--- src/assert_macros.svh ---
// Assertion macros used by the RTL of the allocator.
`ifndef ASSERT_MACROS_SVH
`define ASSERT_MACROS_SVH

// Clocked implication, checked only while out of reset.
`define ASSERT_CLK(label, clk, rst_n, prop, msg) \
    label: assert property (@(posedge clk) disable iff (!rst_n) prop) else $error(msg);

// Clocked implication, also checked during reset.
`define ASSERT_ALWAYS(label, clk, prop, msg) \
    label: assert property (@(posedge clk) prop) else $error(msg);

`endif

--- src/fpfa_pkg.sv ---
`timescale 1ns / 1ps
// ----------------------------------------------------------------------------
// Fixed partition allocator package
// Shared sizes, register indexes and operation codes of the allocator.
// ----------------------------------------------------------------------------
package fpfa_pkg;

    localparam int MAX_BLOCKS = 16;
    localparam int IDX_W      = (MAX_BLOCKS > 1) ? $clog2(MAX_BLOCKS) : 1;
    localparam int CNT_W      = $clog2(MAX_BLOCKS + 1);
    localparam int SIZE_W     = 16;
    localparam int ID_W       = 16;
    localparam int SLOT_W     = 4;
    localparam int BCNT_W     = 5;
    localparam int MODE_W     = 2;
    localparam int WORD_W     = SIZE_W + ID_W;

    localparam int IN_DATA_W  = 56;
    localparam int OUT_DATA_W = 40;
    localparam int ADDR_W     = 3;
    localparam int APB_W      = 32;

    typedef logic [MODE_W-1:0] t_fit_mode;

    localparam t_fit_mode FIT_FIRST = 2'd0;
    localparam t_fit_mode FIT_BEST  = 2'd1;
    localparam t_fit_mode FIT_WORST = 2'd2;

    localparam logic FUNC_LOAD    = 1'b0;
    localparam logic FUNC_REQUEST = 1'b1;

    localparam logic REG_FIT_MODE    = 1'b0;
    localparam logic REG_BLOCK_COUNT = 1'b1;

endpackage

--- src/fpfa_ram.sv ---
`timescale 1ns / 1ps
// ----------------------------------------------------------------------------
// Generic RAM
// One write port, one read port with registered read data.
// ----------------------------------------------------------------------------
module fpfa_ram #(
    parameter int WIDTH = 32,
    parameter int DEPTH = 16
) (
    input  logic                                   i_clk,
    input  logic                                   i_wr_en,
    input  logic [((DEPTH > 1) ? $clog2(DEPTH) : 1)-1:0] i_wr_addr,
    input  logic [WIDTH-1:0]                       i_wr_data,
    input  logic [((DEPTH > 1) ? $clog2(DEPTH) : 1)-1:0] i_rd_addr,
    output logic [WIDTH-1:0]                       o_rd_data
);

    logic [WIDTH-1:0] r_mem [DEPTH];
    logic [WIDTH-1:0] r_rd_data;

    always_ff @(posedge i_clk) begin
        if (i_wr_en) begin
            r_mem[i_wr_addr] <= i_wr_data;
        end
        r_rd_data <= r_mem[i_rd_addr];
    end

    assign o_rd_data = r_rd_data;

endmodule

--- src/fixed_partition_fit_allocator.sv ---
`timescale 1ns / 1ps
// A load beat is written in its accepting cycle. A request's result is valid once N table
// entries are scanned, N being block_count capped at 16, or zero under the undefined
// strategy; first fit stops in the cycle after its first fit is seen.
// Loads take one beat per cycle while no request is in progress; a request holds the input
// until its result is loaded, which waits while a full result register waits on the sink.
// Reset clears allocated marks, config registers, sequencer and output valid, not table RAM.
// ----------------------------------------------------------------------------
// Fixed partition fit allocator
// Loads partitions into a table and answers allocation requests with first,
// best or worst fit, scanning the table one entry a cycle.
// ----------------------------------------------------------------------------
`include "assert_macros.svh"

module fixed_partition_fit_allocator (
    input  logic                             i_clk,
    input  logic                             i_rst_n,
    // Input stream.
    input  logic                             i_s_tvalid,
    output logic                             o_s_tready,
    // tdata from bit 0: block_index[3:0], block_id[19:4], size[35:20],
    // request_id[51:36], zero fill[55:52].
    input  logic [fpfa_pkg::IN_DATA_W-1:0]   i_s_tdata,
    // tuser: func.
    input  logic                             i_s_tuser,
    // tlast: batch_end.
    input  logic                             i_s_tlast,
    // Result stream.
    output logic                             o_m_tvalid,
    input  logic                             i_m_tready,
    // tdata from bit 0: request_id_out[15:0], chosen_index[19:16],
    // chosen_id[35:20], zero fill[39:36].
    output logic [fpfa_pkg::OUT_DATA_W-1:0]  o_m_tdata,
    // tuser: granted.
    output logic                             o_m_tuser,
    // tlast: batch_end_out.
    output logic                             o_m_tlast,
    // Configuration port.
    input  logic                             psel,
    input  logic                             penable,
    input  logic                             pwrite,
    input  logic [fpfa_pkg::ADDR_W-1:0]      paddr,
    input  logic [fpfa_pkg::APB_W-1:0]       pwdata,
    output logic [fpfa_pkg::APB_W-1:0]       prdata,
    output logic                             pready
);

    localparam logic [1:0] S_IDLE = 2'd0;
    localparam logic [1:0] S_SCAN = 2'd1;
    localparam logic [1:0] S_DONE = 2'd2;

    // Configuration registers.
    fpfa_pkg::t_fit_mode               r_fit_mode;
    logic [fpfa_pkg::BCNT_W-1:0]       r_block_count;

    // Sequencer and scan state.
    logic [1:0]                        r_state;
    logic [fpfa_pkg::CNT_W-1:0]        r_issue;
    logic [fpfa_pkg::CNT_W-1:0]        r_limit;
    logic                              r_cmp_vld;
    logic [fpfa_pkg::IDX_W-1:0]        r_cmp_idx;
    logic                              r_found;
    logic [fpfa_pkg::IDX_W-1:0]        r_best_idx;
    logic [fpfa_pkg::SIZE_W-1:0]       r_best_size;
    logic [fpfa_pkg::ID_W-1:0]         r_best_id;
    logic [fpfa_pkg::SIZE_W-1:0]       r_req_size;
    logic [fpfa_pkg::ID_W-1:0]         r_req_id;
    logic                              r_req_last;
    fpfa_pkg::t_fit_mode               r_mode;
    logic [fpfa_pkg::MAX_BLOCKS-1:0]   r_taken;

    // Result register.
    logic                              r_m_valid;
    logic [fpfa_pkg::ID_W-1:0]         r_m_rid;
    logic                              r_m_granted;
    logic [fpfa_pkg::SLOT_W-1:0]       r_m_idx;
    logic [fpfa_pkg::ID_W-1:0]         r_m_id;
    logic                              r_m_last;

    logic                              cfg_wr;
    logic                              s_accept;
    logic                              is_load;
    logic [fpfa_pkg::SLOT_W-1:0]       in_slot;
    logic [fpfa_pkg::ID_W-1:0]         in_id;
    logic [fpfa_pkg::SIZE_W-1:0]       in_size;
    logic [fpfa_pkg::ID_W-1:0]         in_rid;
    logic [fpfa_pkg::IDX_W+fpfa_pkg::SLOT_W-1:0] slot_ext;
    logic                              slot_ok;
    logic [fpfa_pkg::IDX_W-1:0]        load_idx;
    logic [fpfa_pkg::CNT_W+fpfa_pkg::BCNT_W-1:0] count_ext;
    logic [fpfa_pkg::CNT_W-1:0]        start_limit;
    logic                              issue;
    logic [fpfa_pkg::WORD_W-1:0]       rd_word;
    logic [fpfa_pkg::SIZE_W-1:0]       rd_size;
    logic [fpfa_pkg::ID_W-1:0]         rd_id;
    logic                              fits;
    logic                              better;
    logic                              scan_end;
    logic                              out_load;
    logic [fpfa_pkg::IDX_W+fpfa_pkg::SLOT_W-1:0] best_ext;

    // ------------------------------------------------------------------
    // Configuration port: writes complete in the access cycle.
    // ------------------------------------------------------------------
    assign pready = 1'b1;
    assign cfg_wr = psel && penable && pwrite && pready;

    always_ff @(posedge i_clk) begin
        if (!i_rst_n) begin
            r_fit_mode    <= fpfa_pkg::FIT_FIRST;
            r_block_count <= '0;
        end else if (cfg_wr) begin
            unique case (paddr[2])
                fpfa_pkg::REG_FIT_MODE:    r_fit_mode    <= pwdata[fpfa_pkg::MODE_W-1:0];
                fpfa_pkg::REG_BLOCK_COUNT: r_block_count <= pwdata[fpfa_pkg::BCNT_W-1:0];
                default: ;
            endcase
        end
    end

    always_comb begin
        prdata = '0;
        unique case (paddr[2])
            fpfa_pkg::REG_FIT_MODE:    prdata = fpfa_pkg::APB_W'(r_fit_mode);
            fpfa_pkg::REG_BLOCK_COUNT: prdata = fpfa_pkg::APB_W'(r_block_count);
            default: prdata = '0;
        endcase
    end

    // ------------------------------------------------------------------
    // Input beat decode.
    // ------------------------------------------------------------------
    assign o_s_tready = (r_state == S_IDLE);
    assign s_accept   = i_s_tvalid && o_s_tready;
    assign is_load    = (i_s_tuser == fpfa_pkg::FUNC_LOAD);
    assign in_slot    = i_s_tdata[3:0];
    assign in_id      = i_s_tdata[19:4];
    assign in_size    = i_s_tdata[35:20];
    assign in_rid     = i_s_tdata[51:36];

    // A load to a slot outside the table is dropped.
    assign slot_ext = {{fpfa_pkg::IDX_W{1'b0}}, in_slot};
    assign slot_ok  = (slot_ext < (fpfa_pkg::IDX_W + fpfa_pkg::SLOT_W)'(fpfa_pkg::MAX_BLOCKS));
    assign load_idx = slot_ext[fpfa_pkg::IDX_W-1:0];

    // A block count above the table depth scans the whole table; an undefined
    // strategy scans nothing and so never grants.
    assign count_ext = {{fpfa_pkg::CNT_W{1'b0}}, r_block_count};
    always_comb begin
        if (r_fit_mode != fpfa_pkg::FIT_FIRST && r_fit_mode != fpfa_pkg::FIT_BEST
            && r_fit_mode != fpfa_pkg::FIT_WORST) begin
            start_limit = '0;
        end else if (count_ext > (fpfa_pkg::CNT_W + fpfa_pkg::BCNT_W)'(fpfa_pkg::MAX_BLOCKS)) begin
            start_limit = fpfa_pkg::CNT_W'(fpfa_pkg::MAX_BLOCKS);
        end else begin
            start_limit = count_ext[fpfa_pkg::CNT_W-1:0];
        end
    end

    // ------------------------------------------------------------------
    // Partition table: size in the low half, identifier in the high half.
    // The read port is driven by the scan pointer; read data is registered.
    // ------------------------------------------------------------------
    fpfa_ram #(
        .WIDTH (fpfa_pkg::WORD_W),
        .DEPTH (fpfa_pkg::MAX_BLOCKS)
    ) u_table (
        .i_clk     (i_clk),
        .i_wr_en   (s_accept && is_load && slot_ok),
        .i_wr_addr (load_idx),
        .i_wr_data ({in_id, in_size}),
        .i_rd_addr (r_issue[fpfa_pkg::IDX_W-1:0]),
        .o_rd_data (rd_word)
    );

    assign rd_size = rd_word[fpfa_pkg::SIZE_W-1:0];
    assign rd_id   = rd_word[fpfa_pkg::WORD_W-1:fpfa_pkg::SIZE_W];

    // The shared comparator: one partition is judged per cycle.
    assign issue = (r_state == S_SCAN) && (r_issue < r_limit);
    assign fits  = r_cmp_vld && !r_taken[r_cmp_idx] && (rd_size >= r_req_size);

    always_comb begin
        better = 1'b0;
        if (fits) begin
            if (!r_found) begin
                better = 1'b1;
            end else if (r_mode == fpfa_pkg::FIT_BEST) begin
                better = (rd_size < r_best_size);
            end else if (r_mode == fpfa_pkg::FIT_WORST) begin
                better = (rd_size > r_best_size);
            end
        end
    end

    // First fit finishes as soon as a candidate is held; a read still in
    // flight at that point is ignored.
    assign scan_end = (r_found && r_mode == fpfa_pkg::FIT_FIRST)
                      || (!issue && !r_cmp_vld);

    assign out_load = (r_state == S_DONE) && (!r_m_valid || i_m_tready);
    assign best_ext = {{fpfa_pkg::SLOT_W{1'b0}}, r_best_idx};

    // ------------------------------------------------------------------
    // Sequencer.
    // ------------------------------------------------------------------
    always_ff @(posedge i_clk) begin
        if (!i_rst_n) begin
            r_state   <= S_IDLE;
            r_cmp_vld <= 1'b0;
            r_found   <= 1'b0;
            r_issue   <= '0;
            r_limit   <= '0;
        end else begin
            unique case (r_state)
                S_IDLE: begin
                    r_cmp_vld <= 1'b0;
                    if (s_accept && !is_load) begin
                        r_state <= S_SCAN;
                        r_issue <= '0;
                        r_limit <= start_limit;
                        r_found <= 1'b0;
                    end
                end
                S_SCAN: begin
                    r_cmp_vld <= issue;
                    if (issue) begin
                        r_issue <= r_issue + 1'b1;
                    end
                    if (better) begin
                        r_found <= 1'b1;
                    end
                    if (scan_end) begin
                        r_state <= S_DONE;
                    end
                end
                S_DONE: begin
                    r_cmp_vld <= 1'b0;
                    if (out_load) begin
                        r_state <= S_IDLE;
                    end
                end
                default: begin
                    r_state   <= S_IDLE;
                    r_cmp_vld <= 1'b0;
                end
            endcase
        end
    end

    // Request fields and the running candidate.
    always_ff @(posedge i_clk) begin
        if (s_accept && !is_load) begin
            r_req_size <= in_size;
            r_req_id   <= in_rid;
            r_req_last <= i_s_tlast;
            r_mode     <= r_fit_mode;
        end
        if (issue) begin
            r_cmp_idx <= r_issue[fpfa_pkg::IDX_W-1:0];
        end
        if (r_state == S_SCAN && better) begin
            r_best_idx  <= r_cmp_idx;
            r_best_size <= rd_size;
            r_best_id   <= rd_id;
        end
    end

    // Allocated marks: a load frees its slot, a grant takes the chosen one.
    always_ff @(posedge i_clk) begin
        if (!i_rst_n) begin
            r_taken <= '0;
        end else if (s_accept && is_load && slot_ok) begin
            r_taken[load_idx] <= 1'b0;
        end else if (out_load && r_found) begin
            r_taken[r_best_idx] <= 1'b1;
        end
    end

    // ------------------------------------------------------------------
    // Result register: holds a finished beat until the sink takes it.
    // ------------------------------------------------------------------
    always_ff @(posedge i_clk) begin
        if (!i_rst_n) begin
            r_m_valid <= 1'b0;
        end else if (out_load) begin
            r_m_valid <= 1'b1;
        end else if (i_m_tready) begin
            r_m_valid <= 1'b0;
        end
    end

    always_ff @(posedge i_clk) begin
        if (out_load) begin
            r_m_rid     <= r_req_id;
            r_m_last    <= r_req_last;
            r_m_granted <= r_found;
            r_m_idx     <= r_found ? best_ext[fpfa_pkg::SLOT_W-1:0] : '0;
            r_m_id      <= r_found ? r_best_id : '0;
        end
    end

    assign o_m_tvalid = r_m_valid;
    assign o_m_tuser  = r_m_granted;
    assign o_m_tlast  = r_m_last;
    assign o_m_tdata  = {4'b0000, r_m_id, r_m_idx, r_m_rid};

    // ------------------------------------------------------------------
    // Assertions.
    // ------------------------------------------------------------------
    `ASSERT_CLK(a_scan_bound, i_clk, i_rst_n, (r_state == S_SCAN) |-> (r_issue <= r_limit), "scan pointer ran past the limit")
    `ASSERT_CLK(a_pick_fits, i_clk, i_rst_n, (r_state == S_DONE && r_found) |-> (r_best_size >= r_req_size), "chosen partition is smaller than the request")
    `ASSERT_CLK(a_grant_marks, i_clk, i_rst_n, (out_load && r_found) |=> r_taken[$past(r_best_idx)], "granted partition not marked allocated")
    `ASSERT_CLK(a_refusal_zero, i_clk, i_rst_n, (o_m_tvalid && !o_m_tuser) |-> (o_m_tdata[35:16] == 20'd0), "refused request carries a partition")

endmodule
--- config.mk ---
export PLATFORM = sky130hd
export DESIGN_NAME = fixed_partition_fit_allocator
export DESIGN_NICKNAME = d
export VERILOG_FILES = /design/src/fpfa_pkg.sv /design/src/fpfa_ram.sv /design/src/fixed_partition_fit_allocator.sv
export VERILOG_INCLUDE_DIRS = /design/src /design/src/src
export SDC_FILE = /design/constraint.sdc
export NUM_CORES = 1
export LEC_CHECK = 0
export CORE_AREA = 2 2 245 247
export CTS_BUF_LIST = sky130_fd_sc_hd__clkbuf_8
export DETAILED_ROUTE_END_ITERATION = 10
export DIE_AREA = 0 0 247 249
export DONT_BUFFER_PORTS = 1
export HOLD_SLACK_MARGIN = 0.05
export PLACE_DENSITY_LB_ADDON = 0.1
export SLEW_MARGIN = 20
export SYNTH_ARGS = -nofsm -noshare
export SYNTH_HDL_FRONTEND = slang
export SYNTH_HIERARCHICAL = 1
export SYNTH_SLANG_ARGS = --single-unit
--- constraint.sdc ---
create_clock -name i_clk -period 10.65 [get_ports i_clk]
set_input_delay 0 -clock i_clk [delete_from_list [all_inputs] [get_ports i_clk]]
set_output_delay 0 -clock i_clk [all_outputs]
set_load 0.05 [all_outputs]
==> flow_summary_export.csv, run 1 <==
group,metric,value,unit
floorplan,io-pin-count,177,
cells_and_area,drive_above_1_share,20.97,%
worst_setup_path,cp_max_fo,23,
synth,synth_fa_ha_area_share,1.760,%
placed_design,port_buffers,0,
worst_setup_path,crit_family,"compound AO/OA/AOI/OAI gates",
global_routing,overflow,0,
detailed_routing,wl_per_cell,24.50,microns
clock_tree,cts_buffer_depth,3,
worst_setup_path,regToRegSetupSlack,7270,ps
worst_setup_path,worstPathCellList,"ha_1 -> a21oi_1 -> o21ai_0 -> a221o_1 -> a211oi_1 -> mux2i_1 -> a21boi_4 -> buf_4",
worst_setup_path,endpoint_kind,"flip-flop",
worst_setup_path,max_stage_delay,660,ps
floorplan,fp.dieArea,61500,sq um
sta,finalWorstSetupSlack,7273,ps
global_routing,antenna_found_initial,5,
worst_setup_path,start_kind,"flip-flop",
detailed_routing,via_per_inst,5.407,
cells_and_area,seq_area,20180,sq um
cells_and_area,final_cells,2408,
floorplan,die_h,249,microns
clock_tree,cts_setup_buffers,0,
cells_and_area,nFillCells,4735,
global_routing,grt_start_max_net_pins,62,
synth,muxShareOfSynthArea,11.74,%
synth,synthArstFlopShare,0,%
clock_tree,htree_num_levels,3,
detailed_routing,ant_nets,0,
clock_tree,clk_pin_slew_worst_paths,60,ps
synth,yosysUniqueCellTypes,49,
synth,synth_area,26310,sq um
sta,totalNegativeSetupSlack,0,ps
sta,skew,36.79,ps
detailed_routing,drt_iter0_drc,813,
detailed_routing,drt_wl_total,59000,microns
clock_tree,cts_inserted_buffers,113,
pwr,ir_worst_vdd,0.09229,mV
synth,synthXorXnorAreaFrac,0,%
placed_design,dp_hpwl,28630,microns
global_routing,grt_pass1_vias,13580,
sta,setup_viol,0,
detailed_routing,post-route-drc-count,0,
floorplan,core_area,58690,sq um
floorplan,rows,89,
sta,max-slew-margin-rel,32.94,%
synth,synth_edf_count,625,
sta,rsz0062_at_grt,"no",
global_routing,grt_use_met3,4.008,%
global_routing,grtUsageMet2,31.11,%
detailed_routing,first_pass_iters,4,
synth,yosysSeqAreaShare,76.66,%
cells_and_area,multi_input_area,5789,sq um
clock_tree,insertion_delay,720,ps
global_routing,grt_pass1_wl,86800,microns
flow_run,drv_cap,0,
placed_design,finalWeightedCongestion,0.7771,
synth,synth.avg_cell_area,19.62,sq um
cells_and_area,final_cell_mix,"625 x edfxtp_1, 131 x mux4_2, 126 x clkbuf_8, 97 x dlygate4sd3_1, 84 x inv_1",
cells_and_area,nets,1669,
global_routing,grt_busiest_layer,"met2",
floorplan,start_util,44.83,%
clock_tree,clkSinkCount,695,
clock_tree,root_buffer,"clkbuf_8",
sta,worst_slew_pin_slew,1004,ps
synth,yosys.area_share.simple,3.600,%
placed_design,post-place-ws,7182,ps
worst_setup_path,worstPathArrival,3730,ps
floorplan,die_x,247,microns
hold_path,hold_path.class,"in -> reg",
global_routing,grtUsageTotal,19.44,%
sta,max_freq,296.1,MHz
sta,hold-worst-slack,98.77,ps
synth,synth_cells,1341,
outcome,status,"complete, no violations",
sta,report.final.hold_viol_count,0,
worst_setup_path,critPathKind,"reg -> reg",
placed_design,numPlacedInstances,2092,
worst_setup_path,worstPathRequired,11000,ps
cells_and_area,mostFrequentLayoutCell,"edfxtp_1",
sta,slew_violations,0,
cells_and_area,area_growth,15.89,%
clock_tree,cts_tree,"done",
pwr,p_leak,10.04,nW
detailed_routing,vias,13020,
pwr,power.density,175.4,nW/um^2
synth,synth-compound-area-share,3.843,%
synth,synth_ff_type,"edfxtp_1",
synth,synth-seq-cells,695,
worst_setup_path,cp_num_buf_inv,1,
synth,yosys_warnings,6,
sta,period_share,31.71,%
sta,fin_crit,3377,ps
synth,synth_top_family_by_area,"multiplexers",
worst_setup_path,slowest_stage,"a21boi_4",
global_routing,met1_usage,26.83,%
## Yosys cell counts, types with 10 or more instances
master    instances  share of area, %
a21boi_1         14              0.40
a21oi_1          21              0.40
a22oi_1          64               1.8
and2_1           26              0.62
buf_4            41               1.2
clkbuf_1         23              0.33
dfxtp_1          70               5.3
edfxtp_1        625                71
ha_1             37               1.8
inv_1            39              0.56
mux4_2          131                11
nand2_1          75               1.1
nand3_1          10              0.19
nor2_1           27              0.39
nor2b_1          11              0.26
nor3_1           11              0.21
o21ai_0          28              0.53
## report_power, final
part	internal, mW	leakage, nW	switching (mW)
combinational	0.0398	2.53	0.0957
sequential	2.99	6.22	0.0155
clock	1.16	1.29	1.04
total	4.19	10.0	1.16
## path summary, 6_finish.rpt
kind | startpoint | cells after the start | endpoint
setup reg to reg | u_table/o_rd_data[7]$_DFF_P_ | 8 | r_best_size[8]$_DFFE_PP_
hold reg to reg | u_table/o_rd_data[22]$_DFF_P_ | 0 | r_best_id[6]$_DFFE_PP_
hold / removal | pwdata[1] | 3 | r_fit_mode[1]$_SDFFE_PN0P_
setup / recovery | u_table/o_rd_data[7]$_DFF_P_ | 8 | r_best_size[8]$_DFFE_PP_
## stage by stage
stage | power (mW) | cell area (sq um) | util, %
6_report | 5.349 | 30490 | 51.96
5_1_grt | 5.546 | 30490 | 51.95
4_1_cts | 5.418 | 30480 | 51.93
3_5_place_dp | 3.146 | 27300 | 46.53
3_3_place_gp | 3.144 | 27300 | 46.53
2_1_floorplan | 3.133 | 26420 | -
## logic make-up after synthesis
group,after synthesis
compound gates,150
flops,695
fa+ha+maj,37
mux,143
simple gates,192
other cells,2
buf+inv,122
## area by class of cell
class / instances / area share (%)
inverter: 41 / 0.5047
multi-input combinational: 554 / 18.99
sequential: 695 / 66.17
timing repair buffer: 127 / 3.915
tap: 773 / 3.172
clock buffer: 126 / 5.688
clock inverter: 88 / 1.527
antenna: 4 / 0.03283
## flip-flops by register name, summed over array words and instances, names as in the netlist
name	flops
r_cmp_vld	1
r_req_id	16
r_best_id	16
r_m_idx	4
o_m_tvalid	1
r_m_id	16
r_mode	2
r_best_size	16
r_best_idx	4
r_req_last	1
r_req_size	16
o_m_tlast	1
u_table/r_mem	512
r_limit	5
r_found	1
r_m_rid	16
o_m_tuser	1
r_state	2
r_fit_mode	2
r_block_count	5
u_table/o_rd_data	32
r_issue	5
r_taken	16
r_cmp_idx	4
## worst min-delay path, stage by stage
cell and delay [ps]:
dlygate4sd3_1 570, mux2i_1 80, nor2b_1 100
## what timing repair did
item                      4_1_cts  5_1_grt
hold endpoints to repair      720       32
hold buffers                   97        1
resized for setup               0        0
## routing by layer
metal  vias up  routed length [microns]
met1      6808                    26200
met3       124                     2900
met2       346                    28470
li1       5739                        -
met5         -                       13
met4         2                     1413
Power figures use the tool's default switching activity.
==> run 2, diff against run 1 <==
- clock period: 10.65 -> 2.9 ns (I/O delays scaled with it)
==> run 2 against run 1 <==
  * Critical path depth unchanged
  * Register-to-register slack got worse by 7000 ps
  * Die area did not move
  * Core utilization up 0.77 points
  * Non-clock buffer count increased by 26
  * Global-route usage down 0.27 points
==> flow_summary_export.csv, run 2 (same netlist as run 1, synthesis figures left out) <==
group,metric,value,unit
outcome,status,"complete, no violations",
detailed_routing,first_pass_iters,5,
cells_and_area,final_util,52.73,%
placed_design,dpl-instance-area,27810,sq um
worst_setup_path,critPathKind,"reg -> reg",
detailed_routing,vias,13070,
worst_setup_path,cp_max_fo,19,
pwr,clkPwrFrac,40.6,%
sta,finalWorstSetupSlack,271.3,ps
cells_and_area,area_growth,17.62,%
clock_tree,cts_buffer_depth,3,
sta,period_share,90.65,%
clock_tree,cts_tree,"done",
cells_and_area,stdcell_area,30940,sq um
sta,report.final.hold_viol_count,0,
floorplan,core_area,58690,sq um
global_routing,grt_pass1_vias,13680,
worst_setup_path,slowest_stage,"dlygate4sd3_1",
floorplan,fp.dieArea,61500,sq um
floorplan,io-pin-count,177,
pwr,combPwrFrac,2.6,%
pwr,p_sw,4.154,mW
placed_design,port_buffers,0,
placed_design,post-place-ws,281.2,ps
sta,max_freq,380.4,MHz
placed_design,numPlacedInstances,2118,
global_routing,grt_pass1_wl,86350,microns
sta,slew_violations,0,
placed_design,dp_hpwl,32020,microns
detailed_routing,via_per_inst,5.393,
cells_and_area,largest_register_ffs,512,
placed_design,finalWeightedCongestion,0.7804,
floorplan,rows,89,
floorplan,die_h,249,microns
worst_setup_path,start_kind,"flip-flop",
worst_setup_path,worstPathArrival,3260,ps
clock_tree,clk_pin_slew_worst_paths,60,ps
worst_setup_path,worstPathCellList,"nor2_1 -> buf_4 -> nand3_1 -> dlygate4sd3_1 -> clkinv_2 -> nand2_1 -> nor3b_1 -> a22o_1",
clock_tree,cts_inserted_buffers,112,
pwr,p_sw_share,21.33,%
clock_tree,htree_num_levels,3,
sta,setup_viol,0,
detailed_routing,ant_nets,0,
cells_and_area,mostFrequentLayoutCell,"edfxtp_1",
sta,skew,23.42,ps
cells_and_area,regMostFlops,"u_table/r_mem",
global_routing,antenna_found_initial,4,
detailed_routing,drt_iter0_drc,1011,
worst_setup_path,max_stage_delay,680,ps
clock_tree,clkSinkCount,695,
sta,fin_crit,2629,ps
cells_and_area,final_cells,2424,
sta,hold-worst-slack,126.6,ps
cells_and_area,final_cell_mix,"625 x edfxtp_1, 131 x mux4_2, 131 x clkbuf_8, 97 x dlygate4sd3_1, 91 x inv_1",
clock_tree,root_buffer,"clkbuf_8",
pwr,fin_total_pwr,19.48,mW
pwr,p_leak,10.25,nW
pwr,ir_worst_vdd,0.4292,mV
flow_run,drv_cap,0,
cells_and_area,drive_above_1_share,22.00,%
floorplan,die_x,247,microns
sta,rsz0062_at_grt,"no",
clock_tree,insertion_delay,710,ps
sta,max-slew-margin-rel,57.68,%
global_routing,grtUsageTotal,19.17,%
hold_path,hold_path.class,"in -> reg",
sta,worst_slew_pin_slew,632.8,ps
worst_setup_path,regToRegSetupSlack,270,ps
pwr,p_int,15.32,mW
global_routing,grt_start_max_net_pins,84,
detailed_routing,post-route-drc-count,0,
global_routing,overflow,0,
pwr,power.density,629.5,nW/um^2
floorplan,start_util,44.83,%
cells_and_area,nets,1694,
worst_setup_path,worstPathRequired,3530,ps
worst_setup_path,endpoint_kind,"flip-flop",
detailed_routing,wl_per_cell,23.78,microns
sta,totalNegativeSetupSlack,0,ps
pwr,seqPwrFrac,56.7,%
detailed_routing,drt_wl_total,57650,microns
-- run 2: cell count changes in the layout (fill, tap and decap cells not counted), moves of 4 or more --
cell / before / now
buf_12: 0 / 23
clkinv_1: 22 / 13
inv_1: 84 / 91
clkbuf_8: 126 / 131
clkinv_2: 11 / 6
nor3_2: 4 / 0
nor3_4: 0 / 4
-- run 2: power groups by stage --
| stage | clock (mW) | sequential (mW) | combinational, mW |
|---|---|---|---|
| final | 7.92 | 11.0 | 0.516 |
| after global routing | 8.61 | 11.0 | 0.562 |
| after CTS | 8.20 | 11.0 | 0.520 |
| after detailed placement | 0 | 11.3 | 0.307 |
| after global placement | 0 | 11.3 | 0.305 |
| after floorplan | 0 | 11.2 | 0.260 |
-- run 2: timing repair --
| action | CTS | global route |
|---|---|---|
| setup endpoints to repair | 0 | 2 |
| hold endpoints to repair | 954 | 31 |
| setup buffers | 0 | 0 |
| gates resized for setup | 0 | 1 |
| hold buffers | 97 | 1 |
-- run 2: metal layers --
metal	wire (microns)	global-route usage [%]	up-vias
met1	26530	28.23	6818
met4	1229	5.869	4
met3	3198	3.975	100
met5	24	0	-
met2	26670	28.86	369
li1	-	-	5781
-- run 2: path summary, 6_finish.rpt --
kind | startpoint | endpoint | cells past startpoint
worst max register to register | r_state[0]$_SDFFE_PN0P_ | r_limit[0]$_SDFFE_PN0P_ | 8
worst min register to register | u_table/o_rd_data[24]$_DFF_P_ | r_best_id[8]$_DFFE_PP_ | 0
worst max-delay path | r_state[0]$_SDFFE_PN0P_ | r_limit[0]$_SDFFE_PN0P_ | 8
worst min-delay path | i_s_tdata[2] | u_table/r_mem[9][18]$_DFFE_PP_ | 3
-- run 2: area by class of cell --
class,count,area [sq um]
clock inverters,76,347.8
repair buffers,153,1677
flip-flops and latches,695,20180
inverters,41,155.1
diodes,1,2.502
fillers,4661,27740
well taps,773,967.2
multi-input cells,554,5814
clock buffers,131,1803
-- run 2: worst max-delay path, delay by kind of cell, from the launching register on --
family                 cells  cell delay, ps
AO/OA/AOI/OAI              1             190
buffers and inverters      3            1210
flip-flops                 1             350
AND/OR/NAND/NOR            4             810
==> run 3, diff against run 2 <==
- CORE_AREA: 2 2 245 247 -> 2 2 233 235
- DIE_AREA: 0 0 247 249 -> 0 0 235 237
==> run 3 against run 2 <==
  * Final cell count is 3.6% lower
  * Routed wire length decreased by 1.7%
  * Global-route usage is 1.7 points higher
  * Die area is 9.4% lower
  * Sequential power barely moved
  * Sequential cell count stayed put
  * Clock power down 4.0%
==> flow_summary_export.csv, run 3 (same netlist as run 1, synthesis figures left out) <==
group,metric,value,unit
outcome,status,"complete, no violations",
detailed_routing,vias,13080,
worst_setup_path,worstPathCellList,"inv_1 -> ha_1 -> nand4_1 -> nor2_1 -> a31oi_1 -> a2111oi_2 -> a21boi_4 -> buf_12",
cells_and_area,final_cell_mix,"625 x edfxtp_1, 131 x mux4_2, 118 x clkbuf_8, 97 x dlygate4sd3_1, 80 x inv_1",
sta,finalWorstSetupSlack,176.0,ps
sta,slew_violations,0,
cells_and_area,final_util,57.53,%
sta,rsz0062_at_grt,"no",
sta,skew,29.87,ps
floorplan,io-pin-count,177,
pwr,p_leak,10.10,nW
clock_tree,cts_resized,0,
clock_tree,htree_num_levels,3,
placed_design,post-place-ws,251.1,ps
floorplan,core_area,53280,sq um
cells_and_area,area_growth,16.51,%
floorplan,fp.dieArea,55700,sq um
sta,report.final.hold_viol_count,0,
sta,setup_viol,0,
pwr,power.density,625.2,nW/um^2
cells_and_area,final_cells,2337,
clock_tree,cts_inserted_buffers,112,
clock_tree,root_buffer,"clkbuf_8",
cells_and_area,nets,1683,
cells_and_area,mostFrequentLayoutCell,"edfxtp_1",
worst_setup_path,worstPathRequired,3270,ps
global_routing,grtUsageTotal,20.83,%
clock_tree,clk_pin_slew_worst_paths,60,ps
sta,hold-worst-slack,110.9,ps
clock_tree,postCtsHoldBufs,97,
detailed_routing,first_pass_iters,5,
worst_setup_path,critPathKind,"reg -> reg",
sta,totalNegativeSetupSlack,0,ps
sta,max_freq,367.1,MHz
clock_tree,cts_setup_buffers,0,
placed_design,numPlacedInstances,2030,
global_routing,overflow,0,
detailed_routing,drt_wl_total,56700,microns
cells_and_area,drive_above_1_share,20.91,%
worst_setup_path,endpoint_kind,"flip-flop",
placed_design,dp_hpwl,30250,microns
worst_setup_path,cp_max_fo,21,
global_routing,grt_pass1_vias,13840,
clock_tree,clkSinkCount,695,
hold_path,hold_path.class,"in -> reg",
floorplan,die_x,235,microns
clock_tree,cts_tree,"done",
detailed_routing,ant_nets,0,
clock_tree,cts_buffer_depth,3,
placed_design,port_buffers,0,
cells_and_area,largest_register_ffs,512,
global_routing,grt_pass1_wl,85850,microns
global_routing,antenna_found_initial,3,
worst_setup_path,worstPathArrival,3100,ps
detailed_routing,drt_iter0_drc,1077,
detailed_routing,wl_per_cell,24.26,microns
pwr,ir_worst_vdd,0.4015,mV
global_routing,grt_start_max_net_pins,85,
worst_setup_path,max_stage_delay,600,ps
clock_tree,insertion_delay,700,ps
sta,worst_slew_pin_slew,672.0,ps
placed_design,finalWeightedCongestion,0.7904,
floorplan,die_h,237,microns
flow_run,drv_cap,0,
cells_and_area,regMostFlops,"u_table/r_mem",
sta,period_share,93.93,%
worst_setup_path,start_kind,"flip-flop",
detailed_routing,post-route-drc-count,0,
worst_setup_path,slowest_stage,"a2111oi_2",
detailed_routing,via_per_inst,5.596,
sta,fin_crit,2724,ps
floorplan,start_util,49.38,%
sta,max-slew-margin-rel,55.09,%
floorplan,rows,85,
## run 3: changes by cell type in the layout (fill, tap and decap cells not counted)
cell,delta
clkbuf_8,-13
clkinv_1,+21
clkinv_8,-1
clkinvlp_4,-1
bufinv_16,+1
buf_4,-11
inv_2,+1
clkinv_2,+5
inv_8,+1
inv_6,-2
inv_1,-11
## run 3: through the flow
step | total power [mW] | cell area [sq um]
after floorplan | 11.51 | 26500
after global placement | 11.56 | 27630
after detailed placement | 11.56 | 27630
after CTS | 19.41 | 30640
after global routing | 19.89 | 30650
final | 19.16 | 30650
## run 3: layer usage
metal | wire, microns | GRT usage [%] | part of all wire [%]
met5 | 24 | 0 | 0.042
met3 | 2945 | 4.208 | 5.2
met1 | 25520 | 29.41 | 45
met4 | 1284 | 6.444 | 2.3
met2 | 26920 | 33.03 | 47
## run 3: final timing paths
kind	start	endpoint	slack, ps	cells past startpoint
max	r_req_size[15]$_DFFE_PP_	r_best_id[13]$_DFFE_PP_	180	8
min reg2reg	u_table/o_rd_data[31]$_DFF_P_	r_best_id[15]$_DFFE_PP_	400	0
min	pwdata[1]	r_fit_mode[1]$_SDFFE_PN0P_	110	3
max reg2reg	r_req_size[15]$_DFFE_PP_	r_best_id[13]$_DFFE_PP_	180	8
## run 3: area by class of cell
class                      instances  area, sq um
antenna                            1        2.502
clock buffer                     118         1624
clock inverter                    90        415.4
fill                            4028        22630
inverter                          41        153.9
multi-input combinational        554         5814
sequential                       695        20180
tap                              696        870.8
timing repair buffer             142         1594
## run 3: report_power, final
group	internal (mW)	switching [mW]	leakage [nW]
registers	11.0	0.0563	6.22
logic	0.157	0.355	2.68
clock network	3.92	3.68	1.20
## run 3: worst max-delay path: cells and delay by family (launching register included)
family / cells / cell delay (ps)
flip-flops: 1 / 350
AND/OR/NAND/NOR: 2 / 330
buffers and inverters: 2 / 260
AO/OA/AOI/OAI: 3 / 1140
adder cells (fa/ha/maj): 1 / 310
